===== config.mk =====
export PLATFORM = sky130hd
export DESIGN_NAME = nlf_div
export DESIGN_NICKNAME = d
export VERILOG_FILES = /design/src/design/nlf_pkg.sv /design/src/design/nlf_div.sv
export SDC_FILE = /design/constraint.sdc
export NUM_CORES = 1
export LEC_CHECK = 0
export BUFFER_PORTS_ARGS = -buffer_cell sky130_fd_sc_hd__buf_2
export CORE_AREA = 2 2 162 164
export CTS_BUF_LIST = sky130_fd_sc_hd__clkbuf_8 sky130_fd_sc_hd__clkbuf_16
export DETAILED_ROUTE_END_ITERATION = 10
export DIE_AREA = 0 0 164 166
export GPL_TIMING_DRIVEN = 1
export PLACE_DENSITY = 0.56
export SYNTH_ARGS = -nofsm -noshare
export SYNTH_HDL_FRONTEND = slang
export SYNTH_SLANG_ARGS = --single-unit

===== constraint.sdc =====
create_clock -name aclk -period 3.7 [get_ports aclk]
set_input_delay 0.37 -clock aclk [delete_from_list [all_inputs] [get_ports aclk]]
set_output_delay 0.37 -clock aclk [all_outputs]
set_load 0.05 [all_outputs]

===== src/design/nlf_pkg.sv =====
// shared constants and register codes for the nonlinear ladder filter
package nlf_pkg;

    localparam int SAMPLE_BITS_DEFAULT     = 24;
    localparam int FRACTION_BITS_DEFAULT   = 19;
    localparam int MAX_SOLVE_STEPS_DEFAULT = 4;
    localparam int TANH_ADDR_BITS_DEFAULT  = 10;

    localparam int GAIN_W     = 15;
    localparam int FEEDBACK_W = 18;
    localparam int DRIVE_W    = 23;
    localparam int OPB_W      = 31;   // serial multiplier B operand width
    localparam int DERIV_W    = 34;   // loop derivative and jacobian
    localparam int Q30_SHIFT  = 30;
    localparam int COEF_SHIFT = 16;
    localparam int UPD_SHIFT  = 15;
    localparam int FB_PRESHIFT = 14;
    localparam int APB_ADDR_W = 4;
    localparam int APB_DATA_W = 32;

    typedef enum logic [1:0] {
        REG_GAIN      = 2'd0,
        REG_FEEDBACK  = 2'd1,
        REG_DRIVE     = 2'd2,
        REG_DRIVE_INV = 2'd3
    } reg_idx_t;

endpackage


===== src/design/nlf_div.sv =====
// restoring divider, one quotient bit per cycle
module nlf_div import nlf_pkg::*; #(
    parameter int N_W = 63,
    parameter int D_W = DERIV_W
) (
    input  logic           aclk,
    input  logic           aresetn,
    input  logic           start,
    input  logic [N_W-1:0] num,
    input  logic [D_W-1:0] den,
    output logic           done,
    output logic [N_W-1:0] quo
);

    localparam int CNT_W = $clog2(N_W);

    logic [N_W-1:0]   quo_reg;
    logic [D_W-1:0]   rem_reg;
    logic [D_W-1:0]   den_reg;
    logic [CNT_W-1:0] cnt_reg;
    logic             busy_reg;
    logic             done_reg;
    logic [D_W:0]     trial;
    logic [D_W:0]     diff;
    logic             fits;

    assign trial = {rem_reg, quo_reg[N_W-1]};
    assign diff  = trial - {1'b0, den_reg};
    assign fits  = (trial >= {1'b0, den_reg});

    always_ff @(posedge aclk) begin
        if (!aresetn) begin
            busy_reg <= 1'b0;
            done_reg <= 1'b0;
            cnt_reg  <= '0;
        end else begin
            done_reg <= 1'b0;
            if (start) begin
                busy_reg <= 1'b1;
                cnt_reg  <= '0;
            end else if (busy_reg) begin
                cnt_reg <= cnt_reg + 1'b1;
                if (cnt_reg == CNT_W'(N_W - 1)) begin
                    busy_reg <= 1'b0;
                    done_reg <= 1'b1;
                end
            end
        end
    end

    always_ff @(posedge aclk) begin
        if (start) begin
            quo_reg <= num;
            rem_reg <= '0;
            den_reg <= den;
        end else if (busy_reg) begin
            rem_reg <= fits ? diff[D_W-1:0] : trial[D_W-1:0];
            quo_reg <= {quo_reg[N_W-2:0], fits};
        end
    end

    assign done = done_reg;
    assign quo  = quo_reg;

endmodule


Word-level counts from Yosys, hierarchy flattened
Cells that the tools add are included.

$add $sub $neg: 2. Order comparisons: 1. Eq/ne operators: 1. Multiplexer cells: 7. Bitwise operators: 2. Reduce and logical (&&, ||, !) cells: 3.

Operator list (count): 63-bit 2-to-1 mux (2); 35-bit by 34-bit greater-or-equal comparator with 1-bit output (1); 34-bit 2-to-1 mux (1); 34-bit subtractor (1); 6-bit by 1-bit adder with 6-bit output, second input constant (1); 6-bit == test, second input constant (1); 1-bit 2-to-1 mux (4); 3-bit OR reduction (1); 1-bit NOT (2); 2-bit nonzero test (1); 2-bit OR reduction (1).

Bits in registers: 139. Input bits: 100. Word-level logic and storage cells: 22.

Depth between registers and ports, before layout
Depth in word-level cells: 4. Gate-level depth with buffers: 13. Gate-level depth less buffers: 12.

Worst setup path after synthesis
No wires, ideal clock.

Path type: reg2reg. Start point: register quo_reg[62] (netlist: quo[62]). End point: register rem_reg[26]. Library setup time: 145 ps. Arrival time: 3193 ps. Path slack: 362 ps. Stages on the path, launching flop included: 13. Path buffers: 0. Path through: edfxtp_1 > inv_1 > ha_1 > inv_1 > fa_1 > a21o_1 > a221oi_4 > o221ai_2 > a311o_2 > a31o_2 > a311o_1 > a21boi_1 > a2111oi_0.

Word-level cells in the longest chain between the ends: 2.

Ends and longest elaborated chain: start: declaration (RTL line nlf_div.sv:17) `logic [N_W-1:0] quo_reg;`; start signal: assignment (RTL line nlf_div.sv:53) `quo_reg <= num;`; start signal: assignment (RTL line nlf_div.sv:58) `quo_reg <= {quo_reg[N_W-2:0], fits};`; 34-bit subtractor or 35-bit by 34-bit greater-or-equal comparator with 1-bit output (tied branches) (RTL line nlf_div.sv:28, nlf_div.sv:29); 34-bit 2-to-1 mux * (RTL line nlf_div.sv:57) `rem_reg <= fits ? diff[D_W-1:0] : trial[D_W-1:0];`; end signal: assignment (RTL line nlf_div.sv:57); end: declaration (RTL line nlf_div.sv:18) `logic [D_W-1:0] rem_reg;`.

Mark *: on every way between the ends. The rest lies on a longest branch, timed or not. A chain may end at the register's enable or synchronous reset.

Worst setup path in the final report
Ends and elaborated chain as after synthesis.

==> run_results.csv <==
group,metric,value,unit
power,p_per_area,512,nW/um2
setup_path,rr_worst_depth,12,
global_route,antenna_found_initial,1,
global_route,met1_usage,19.6,%
clock_network,cts_root_buf,"clkbuf_16",
placed_design,io_buffers,163,
clock_network,cts_tree,"built",
timing,fin_crit_sh,89.4,%
timing,hold_viol_final,0,
setup_path,cp_common_cell,"inv_1",
setup_path,rrSetupSlack,390,ps
setup_path,end_kind,"register",
setup_path,cp_top_family,"compound AO/OA/AOI/OAI gates",
hold_path,min_path_type,"input pin to register",
timing,setup_viol,0,
global_route,grt_pass1_wl,32800,um
detailed_routing,drt_iter0_drc,343,
setup_path,slowest_stage,"a311o_2",
placed_design,placed_cell_area,8780,um2
power,total_power,4800,uW
global_route,use_met2,24.3,%
detailed_routing,wl_per_cell,16.7,um
logic_synthesis,syn_nets,843,
setup_path,cp-startpoint,"quo[62]",
setup_path,r2r_start,"quo[62]",
timing,fmax,302,MHz
clock_network,clock-sinks,139,
timing,setup_slack,392,ps
floorplan,die_y,166,um
clock_network,postCtsHoldBufs,0,
detailed_routing,dr.pass1.iters,4,
clock_network,clkTransAtPathRegs,70,ps
setup_path,crit_chain,"inv_1 -> ha_1 -> inv_1 -> fa_1 -> a21o_1 -> a221oi_4 -> o221ai_2 -> a311o_2 -> a31o_2 -> a311o_1 -> a21boi_1 -> a2111oi_0",
logic_synthesis,synth.most_common_cell,"edfxtp_1",
cells_and_area,largest_reg_flops,63,
clock_network,h-tree-depth,4,
clock_network,cts_resized,0,
floorplan,rows,59,
clock_network,cts_max_path_buffers,2,
hold_path,hold_path_depth,1,
job,drv_cap,0,
detailed_routing,drt_wl_total,20300,um
logic_synthesis,ys_async_sr_fraction,0,%
logic_synthesis,yosys.cell_types.count,67,
logic_synthesis,synth_seq_area_share,49.5,%
logic_synthesis,postSynthAreaPerCell,10.7,um2
logic_synthesis,syn_area,7580,um2
run_status,status,"completed",
cells_and_area,utilization,36.6,%
detailed_routing,antenna_left,0,
detailed_routing,via_per_inst,4.91,
setup_path,cp_num_buf_inv,2,
clock_network,insertion_delay,430,ps
placed_design,place_ws,395,ps
placed_design,finalWeightedCongestion,0.851,
setup_path,required,3960,ps
logic_synthesis,synth_cells,706,
power,leakagePower,0.00392,uW
floorplan,start_util,29.6,%
timing,fin_skew,15.0,ps
floorplan,die_w,164,um
logic_synthesis,yosysWarningCount,0,
logic_synthesis,ys_ff_latch,139,
global_route,overflow,0,
logic_synthesis,synth_ff_type,"edfxtp_1",
timing,slew_violations,0,
power,vdd_drop_max,274,uV
global_route,grt_pass1_vias,6116,
placed_design,dp_hpwl,14700,um
cells_and_area,nNetsFinal,1004,
global_route,grtUsageMet3,5.54,%
cells_and_area,drive_gt1_share,32.8,%
setup_path,slowest_delay,480,ps
global_route,grt_max_degree,63,
setup_path,worstPathMaxFanout,6,
timing,fin_crit,3310,ps
setup_path,cp.arrival,3570,ps
hold_path,worstHoldStart,"den[7]",
global_route,grt_usage,15.2,%
detailed_routing,drcViolationCount,0,
logic_synthesis,synthTopCellsByArea,"edfxtp_1 38%, dfxtp_1 11%, mux2_2 9.4%",
global_route,top_usage_layer,"met2",
timing,maxSlewHeadroom,52.2,%
timing,tightest_slew,717,ps
logic_synthesis,synth_edf_count,97,
cells_and_area,final_cell_area,9380,um2
detailed_routing,vias,5970,
logic_synthesis,synth_common_cells,"97 x edfxtp_1, 74 x nand2_1, 63 x mux2_2",
setup_path,crit_type,"register to register",
clock_network,cts_setup_buffers,0,
floorplan,dieArea,27200,um2
floorplan,fp.coreArea,25600,um2
logic_synthesis,synth_top_area_share,38.4,%
hold_path,hold_end,"den_reg[7]",
timing,rsz0062_at_grt,"false",
timing,setup_tns,0,ps
clock_network,cts-buffers-inserted,17,
logic_synthesis,yosysTopAreaCell,"edfxtp_1",
floorplan,ios,164,
cells_and_area,area_growth,23.7,%
setup_path,r2r-end,"rem_reg[26]",
setup_path,start_kind,"register",
worst reg2reg max path, stage by stage (launching register included):
cell       delay (ps)
edfxtp_1          410
inv_1              80
ha_1              170
inv_1              60
fa_1              390
a21o_1            230
a221oi_4          300
o221ai_2          190
a311o_2           480
a31o_2            310
a311o_1           360
a21boi_1          110
a2111oi_0          70
cells by family (layout without fill, tap and decap cells):
group	Yosys count	after routing	share of synthesized area (%)
other cells	0	1	0
xor+xnor	25	25	2.89
buf+inv	79	253	4.01
compound gates	165	165	15.8
fa+ha+maj	37	37	6.21
simple gates	194	194	11.7
flops	139	139	49.5
mux	67	67	9.89
stage by stage:
| stage | hold slack [ps] | std cells |
|---|---|---|
| after floorplan | 453 | 706 |
| after global placement | 473 | 1183 |
| after detailed placement | 482 | 1183 |
| after global routing | 93.7 | 1215 |
| final | 111 | 1216 |
| after CTS | 92.8 | 1215 |
how the worst max path moves through the flow:
stage	end	slack, ps	cells past startpoint
4_1_cts	rem_reg[26]	380	12
2_1_floorplan	rem_reg[26]	360	12
3_3_place_gp	rem_reg[26]	450	12
5_1_grt	rem_reg[26]	190	11
3_5_place_dp	rem_reg[26]	390	12
6_report	rem_reg[26]	390	12
per-layer routing:
| layer | routed length (um) | share of wire, % | up-vias |
|---|---|---|---|
| li1 | - | - | 2956 |
| met1 | 8960 | 44 | 2801 |
| met2 | 9380 | 46 | 192 |
| met3 | 1680 | 8.3 | 21 |
| met4 | 297 | 1.5 | 0 |
| met5 | 0 | 0 | - |
report_power, final:
group | leakage (uW) | internal [uW] | total (uW) | switching [uW]
clock | 0.000289 | 910 | 1720 | 815
sequential | 0.00131 | 1830 | 1910 | 82.1
combinational | 0.00232 | 402 | 1170 | 764
total | 0.00392 | 3140 | 4800 | 1660
placed cells by master (no fill, tap or decap), types with 5 or more instances in the layout:
master	netlist	final
buf_4	0	10
buf_2	5	162
mux2_2	63	63
a21oi_1	42	42
ha_1	36	36
o211ai_1	6	6
xor2_1	10	10
o21a_1	5	5
a311oi_1	22	22
inv_1	48	47
inv_8	0	5
a211oi_1	14	14
o31ai_1	6	6
nand4_1	8	8
nand3_1	17	17
and3_1	8	8
xnor2_1	15	15
edfxtp_1	97	97
dfxtp_1	42	41
nor3_1	6	6
a21o_1	11	11
nor2_1	52	52
nand2b_1	5	5
nand2_1	74	74
clkbuf_16	0	17
o21ai_0	18	18
area by class of cell:
| class | instances | area [um2] |
|---|---|---|
| flip-flops and latches | 139 | 3750 |
| diodes | 1 | 2.50 |
| fillers | 2567 | 16200 |
| clock buffers | 17 | 425 |
| inverters | 48 | 180 |
| multi-input cells | 488 | 3520 |
| clock inverters | 15 | 169 |
| well taps | 335 | 419 |
| repair buffers | 173 | 906 |
Note: power is estimated with default switching activity, not from simulation.
