<file path="config.mk">
export PLATFORM = sky130hd
export DESIGN_NAME = nlf_mul
export DESIGN_NICKNAME = d
export VERILOG_FILES = /design/src/design/nlf_pkg.sv /design/src/design/nlf_mul.sv
export SDC_FILE = /design/constraint.sdc
export NUM_CORES = 1
export LEC_CHECK = 0
export ABC_AREA = 1
export BUFFER_PORTS_ARGS = -buffer_cell sky130_fd_sc_hd__buf_2
export CORE_ASPECT_RATIO = 0.6
export CORE_MARGIN = 2
export CORE_UTILIZATION = 40
export CTS_BUF_LIST = sky130_fd_sc_hd__clkbuf_4 sky130_fd_sc_hd__clkbuf_8
export CTS_CLUSTER_SIZE = 8
export DETAILED_ROUTE_END_ITERATION = 16
export GPL_TIMING_DRIVEN = 0
export MAX_ROUTING_LAYER = met4
export PLACE_DENSITY_LB_ADDON = 0.05
export RECOVER_POWER = 25
export SLEW_MARGIN = 40
export SYNTH_ARGS = -nofsm -noshare
export SYNTH_HDL_FRONTEND = slang
export SYNTH_SLANG_ARGS = --single-unit
</file>
<file path="constraint.sdc">
create_clock -name aclk -period 6.6 [get_ports aclk]
set_input_delay 1.65 -clock aclk [delete_from_list [all_inputs] [get_ports aclk]]
set_output_delay 1.65 -clock aclk [all_outputs]
set_load 0.005 [all_outputs]
</file>
<file path="src/design/nlf_pkg.sv">
// shared constants and register codes for the nonlinear ladder filter
package nlf_pkg;

    localparam int SAMPLE_BITS_DEFAULT     = 24;
    localparam int FRACTION_BITS_DEFAULT   = 19;
    localparam int MAX_SOLVE_STEPS_DEFAULT = 4;
    localparam int TANH_ADDR_BITS_DEFAULT  = 10;

    localparam int GAIN_W     = 15;
    localparam int FEEDBACK_W = 18;
    localparam int DRIVE_W    = 23;
    localparam int OPB_W      = 31;   // serial multiplier B operand width
    localparam int DERIV_W    = 34;   // loop derivative and jacobian
    localparam int Q30_SHIFT  = 30;
    localparam int COEF_SHIFT = 16;
    localparam int UPD_SHIFT  = 15;
    localparam int FB_PRESHIFT = 14;
    localparam int APB_ADDR_W = 4;
    localparam int APB_DATA_W = 32;

    typedef enum logic [1:0] {
        REG_GAIN      = 2'd0,
        REG_FEEDBACK  = 2'd1,
        REG_DRIVE     = 2'd2,
        REG_DRIVE_INV = 2'd3
    } reg_idx_t;

endpackage

</file>
<file path="src/design/nlf_mul.sv">
// bit-serial shift-add multiplier, one multiplier bit per cycle
module nlf_mul import nlf_pkg::*; #(
    parameter int A_W = DERIV_W,
    parameter int B_W = OPB_W
) (
    input  logic                 aclk,
    input  logic                 aresetn,
    input  logic                 start,
    input  logic [A_W-1:0]       a_in,
    input  logic [B_W-1:0]       b_in,
    output logic                 done,
    output logic [A_W+B_W-1:0]   prod
);

    localparam int CNT_W = (B_W > 1) ? $clog2(B_W) : 1;

    logic [A_W-1:0]   a_reg;
    logic [A_W-1:0]   hi_reg;
    logic [B_W-1:0]   lo_reg;
    logic [CNT_W-1:0] cnt_reg;
    logic             busy_reg;
    logic             done_reg;
    logic [A_W:0]     sum;

    assign sum = {1'b0, hi_reg} + (lo_reg[0] ? {1'b0, a_reg} : {(A_W+1){1'b0}});

    always_ff @(posedge aclk) begin
        if (!aresetn) begin
            busy_reg <= 1'b0;
            done_reg <= 1'b0;
            cnt_reg  <= '0;
        end else begin
            done_reg <= 1'b0;
            if (start) begin
                busy_reg <= 1'b1;
                cnt_reg  <= '0;
            end else if (busy_reg) begin
                cnt_reg <= cnt_reg + 1'b1;
                if (cnt_reg == CNT_W'(B_W - 1)) begin
                    busy_reg <= 1'b0;
                    done_reg <= 1'b1;
                end
            end
        end
    end

    always_ff @(posedge aclk) begin
        if (start) begin
            a_reg  <= a_in;
            hi_reg <= '0;
            lo_reg <= b_in;
        end else if (busy_reg) begin
            hi_reg <= sum[A_W:1];
            lo_reg <= {sum[0], lo_reg[B_W-1:1]};
        end
    end

    assign done = done_reg;
    assign prod = {hi_reg, lo_reg};

endmodule

</file>
* Word level (Yosys, flattened, before mapping) *
Cells that the tools add are included.

storage, ports and cells
  bits in registers = 106
  input bits = 68
  output and inout bits = 66
  logic and storage cells = 21

cells by class
  $add $sub $neg = 2
  equal/unequal tests = 1
  multiplexer cells = 7
  bitwise logic cells = 2
  reduce and logical (&&, ||, !) cells = 3

operator list
  cell                                                            number
  31-bit two-way mux                                              2
  34-bit by 34-bit adder with 35-bit output                       1
  34-bit two-way mux                                              1
  5-bit by 1-bit adder with 5-bit output (second input constant)  1
  5-bit equality test (second input constant)                     1
  1-bit two-way mux                                               4
  3-bit OR reduction                                              1
  1-bit NOT                                                       2
  2-bit nonzero test                                              1
  2-bit OR reduction                                              1

* Depth between registers and ports, before layout *
  depth in word-level cells = 4
  gate-level depth with buffers = 20
  gate-level depth less buffers = 18

* Worst setup path after synthesis *
Ideal clock, no wire load.

  path kind = input -> register
  from = input start
  to = register lo_reg[0] (enable)
  setup time = 0.403 ns
  arrival time = 2.484 ns
  data required time = 6.197 ns
  slack = 3.713 ns
  stages = 2
  buffers on the path = 0
  path through = nor2_1 inv_1

on the way
  longest elaborated chain between the ends = 1

RTL lines
  what                                 RTL line       text
  from (decl)                          nlf_mul.sv:8   input logic start,
  2-bit nonzero test (no source line)  -
  to (signal assigned)                 nlf_mul.sv:51  lo_reg <= b_in;
  to (signal assigned)                 nlf_mul.sv:54  lo_reg <= {sum[0], lo_reg[B_W-1:1]};
  to (decl)                            nlf_mul.sv:19  logic [B_W-1:0] lo_reg;

Every way passes these cells.
A chain may end at the register's enable or synchronous reset.

* Worst setup path after layout *
  from = input start
  to = register lo_reg[30] (data pin)

on the way
  longest elaborated chain between the ends = 1

RTL lines
  what                RTL line       text
  31-bit two-way mux  nlf_mul.sv:48  if (start) begin

Every way passes these cells.

==> impl_metrics.prom <==
# TYPE chip_impl_metric gauge
chip_impl_info{name="status",value="complete, but fails checks"} 1
chip_impl_info{name="failed_checks",value="capacitance limit, slew limit"} 1
chip_impl_metric{name="initialDrtViolationCount",unit=""} 496
chip_impl_info{name="crit_start",value="start"} 1
chip_impl_metric{name="reg_clk_slew_reported_paths",unit="ps"} 100
chip_impl_metric{name="compound_gate_fraction_of_synth_area",unit="%"} 8.581
chip_impl_metric{name="power_per_standard_cell_area",unit="nW/um^2"} 211.0
chip_impl_info{name="critical-path-top-delay-family",value="buffers and inverters"} 1
chip_impl_metric{name="synthXorXnorAreaFrac",unit="%"} 1.223
chip_impl_info{name="timing.critical_path.from_type",value="input port"} 1
chip_impl_metric{name="hold_violations",unit=""} 0
chip_impl_metric{name="ys_seq_elements",unit=""} 106
chip_impl_metric{name="syn_avg_cell_area",unit="um^2"} 7.274
chip_impl_metric{name="die_area",unit="um^2"} 17180
chip_impl_metric{name="area_growth",unit="%"} 17.38
chip_impl_metric{name="p_total",unit="mW"} 1.596
chip_impl_info{name="worstPathCellList",value="clkbuf_1, inv_1, clkbuf_1, nand2_1, nand2_1"} 1
chip_impl_metric{name="largest_net_degree_at_the_start_of_global_routing",unit=""} 39
chip_impl_metric{name="synth.yosys.seq_area_share",unit="%"} 43.02
chip_impl_metric{name="asyncSetResetFlopFracSynth",unit="%"} 0
chip_impl_metric{name="clock-skew-final",unit="ps"} 20.86
chip_impl_metric{name="cts_max_level",unit=""} 3
chip_impl_metric{name="synth_mux_area_share",unit="%"} 0
chip_impl_metric{name="pin_count",unit=""} 134
chip_impl_metric{name="yosys_synthesis_warning_count",unit=""} 0
chip_impl_metric{name="timing.final.ws_setup",unit="ps"} 1868
chip_impl_metric{name="place.detailed.hpwl",unit="mm"} 15.07
chip_impl_metric{name="routed_wirelength",unit="mm"} 19.05
chip_impl_metric{name="final-setup-viol-count",unit=""} 0
chip_impl_metric{name="initial_core_util",unit="%"} 41.46
chip_impl_metric{name="peak_freq",unit="MHz"} 211.3
chip_impl_metric{name="post_layout_nonfiller_instances",unit=""} 1238
chip_impl_metric{name="fp-row-count",unit=""} 35
chip_impl_metric{name="antenna-diode-count",unit=""} 0
chip_impl_metric{name="cap_viol_max_count",unit=""} 1
chip_impl_info{name="cts_root_buffer",value="sky130_fd_sc_hd__clkbuf_8"} 1
chip_impl_metric{name="final_worst_path_cycle_share",unit="%"} 71.69
chip_impl_info{name="reg2reg_from",value="lo_reg[0]"} 1
chip_impl_metric{name="num-nets-final",unit=""} 1135
chip_impl_metric{name="drc",unit=""} 0
chip_impl_metric{name="syn-num-nets",unit=""} 991
chip_impl_info{name="combinational_family_with_the_most_area_after_synthesis",value="simple AND/OR/NAND/NOR gates"} 1
chip_impl_metric{name="fraction_of_layout_instances_using_a_drive_strength_above_1",unit="%"} 17.58
chip_impl_metric{name="post_synth_design_cell_area",unit="um^2"} 6445
chip_impl_metric{name="fin_tns_setup",unit="ps"} 0
chip_impl_info{name="library_cell_contributing_the_largest_single_delay_on_the_critical_path",value="sky130_fd_sc_hd__clkbuf_1"} 1
chip_impl_metric{name="maxSlewViolCount",unit=""} 39
chip_impl_metric{name="syn-instance-count",unit=""} 886
chip_impl_metric{name="cts_setup_buffers",unit=""} 0
chip_impl_metric{name="antenna_found_initial",unit=""} 0
chip_impl_metric{name="detail-route-antenna-nets",unit=""} 0
chip_impl_metric{name="grt_usage",unit="%"} 23.26
chip_impl_metric{name="clockBufferDepth",unit=""} 2
chip_impl_metric{name="num_vias",unit=""} 6053
chip_impl_info{name="hp-class",value="flip-flop to flip-flop"} 1
chip_impl_metric{name="tightest_slew",unit="ps"} 2306
chip_impl_metric{name="synthAdderAreaFrac",unit="%"} 7.300
chip_impl_metric{name="number_of_global_route_vias_before_repair",unit=""} 5376
chip_impl_metric{name="gp_congestion",unit=""} 0.9284
chip_impl_metric{name="numPlacedInstances",unit=""} 1222
chip_impl_info{name="dominantRegCellSynth",value="sky130_fd_sc_hd__edfxtp_1"} 1
chip_impl_metric{name="drt_first_pass_iters",unit=""} 5
chip_impl_metric{name="post_synth_and_or_nand_nor_area_fraction",unit="%"} 30.34
chip_impl_info{name="timing_worst_setup_path_type",value="input port to flip-flop"} 1
chip_impl_metric{name="place_ws",unit="ps"} 2988
chip_impl_metric{name="dieHeight",unit="um"} 102.3
chip_impl_metric{name="core",unit="um^2"} 15550
chip_impl_metric{name="maxSlewHeadroom",unit="%"} -53.76
chip_impl_metric{name="grt_overflow_total",unit=""} 0
chip_impl_metric{name="synth-edff-count",unit=""} 65
chip_impl_metric{name="ys_types",unit=""} 34
chip_impl_metric{name="worstPathArrival",unit="ps"} 4860
chip_impl_metric{name="worstPathMaxFanout",unit=""} 38
chip_impl_info{name="unrepaired_setup_endpoints_after_global_routing",value="no"} 1
chip_impl_metric{name="clkSinkCount",unit=""} 106
chip_impl_metric{name="cts_buffers",unit=""} 9
chip_impl_metric{name="clock_latency",unit="ps"} 390
chip_impl_info{name="hold_path_startpoint",value="hi_reg[18]"} 1
chip_impl_metric{name="power.static_leakage",unit="nW"} 4.046
chip_impl_info{name="tritoncts",value="yes"} 1
chip_impl_metric{name="floorplan.die.width",unit="um"} 167.9
chip_impl_metric{name="hold_buffers",unit=""} 0
chip_impl_metric{name="crit_path_max_incr_delay",unit="ps"} 1610
chip_impl_metric{name="n_fill_cell",unit=""} 1618
chip_impl_metric{name="max-vdd-ir-drop",unit="mV"} 0.1054
chip_impl_metric{name="vias_per_cell",unit=""} 4.889
chip_impl_metric{name="ctsResizeCount",unit=""} 0
chip_impl_metric{name="crit_buf_inv",unit=""} 3
chip_impl_metric{name="detail_route.wl_per_cell",unit="um"} 15.39
chip_impl_metric{name="timing.final.crit_period",unit="ps"} 4732
chip_impl_metric{name="grt_first_pass_wirelength",unit="mm"} 29.47
chip_impl_info{name="setup.worst_path.end_class",value="flip-flop"} 1
chip_impl_metric{name="port_buffers",unit=""} 133
chip_impl_metric{name="worst-endpoint-required",unit="ps"} 6730
-- synthesized netlist by cell type (all sizes together) (2+ instances only) --
library cell	number	area (um^2)
a21boi	2	15.01
a21oi	47	246.5
a32o	4	40.04
buf	4	17.52
clkbuf	15	56.30
dfxtp	41	820.8
edfxtp	65	1952
ha	36	450.4
inv	144	540.5
nand2	315	1210
nand3	48	250.2
nand4	7	43.79
nor2	84	325.3
nor3	12	80.08
o211ai	3	22.52
o21ai	34	170.2
o21bai	6	45.04
or2	4	25.02
xnor2	5	43.79
xor2	4	35.03
-- routing by layer --
metal	GRT usage (%)	share of wire [%]	up-vias
met5	-	0	-
met3	4.028	8.2	13
li1	-	-	3098
met1	38.32	56	2716
met2	28.48	35	226
met4	3.679	0.67	0
-- tightest hold or removal path: stages, from the launching register on --
cell,delay [ps]
sky130_fd_sc_hd__dfxtp_1,350
sky130_fd_sc_hd__nand2_1,70
sky130_fd_sc_hd__nand2_1,40
-- cell usage in the layout, fill, tap and decap left out, types with 11 or more instances in the layout --
master                     instances
sky130_fd_sc_hd__inv_1           141
sky130_fd_sc_hd__nand3_1          46
sky130_fd_sc_hd__buf_2           134
sky130_fd_sc_hd__nor2_1           79
sky130_fd_sc_hd__nand2_2          11
sky130_fd_sc_hd__nand2_1         304
sky130_fd_sc_hd__dfxtp_1          41
sky130_fd_sc_hd__ha_1             36
sky130_fd_sc_hd__edfxtp_1         65
sky130_fd_sc_hd__a21oi_1          44
sky130_fd_sc_hd__o21ai_0          31
sky130_fd_sc_hd__clkbuf_1         16
-- where the power goes --
part           internal (mW)  switching (mW)  total, mW
Clock                  0.179           0.242      0.421
Sequential             0.767          0.0326      0.799
Combinational          0.138           0.238      0.376
Total                   1.08           0.513       1.60
-- cell families after synthesis --
logic type | Yosys count
AO/OA/AOI/OAI | 98
XOR/XNOR | 9
adder cells (fa/ha/maj) | 37
buffers and inverters | 163
flip-flops | 106
AND/OR/NAND/NOR | 473
-- cell type report --
type	instances	area, um^2	area share, %
clock buffers	9	123.9	1.637
flip-flops and latches	106	2773	36.65
clock inverters	7	75.07	0.9924
multi-input cells	617	3060	40.46
repair buffers	133	664.4	8.783
plain buffers	19	73.82	0.9759
inverters	144	540.5	7.145
well taps	203	254.0	3.358
-- per-stage QoR --
stage | hold WS [ps] | cell area (um^2) | utilization [%]
floorplan | 461.1 | 6445 | -
global placement | 475.1 | 7365 | 47.37
detailed placement | 478.7 | 7370 | 47.40
CTS | 493.9 | 7569 | 48.68
global route | 509.4 | 7565 | 48.66
finish | 496.4 | 7565 | 48.66
-- path summary, 6_finish.rpt --
| check | endpoint | slack, ps | depth (start not counted) |
|---|---|---|---|
| worst min-delay path | hi_reg[18] | 500 | 2 |
| worst max-delay path | lo_reg[30] | 1870 | 5 |
| worst max register to register | hi_reg[17] | 3130 | 19 |
| worst min register to register | hi_reg[18] | 500 | 2 |
Note: power is estimated with default switching activity, not from simulation.
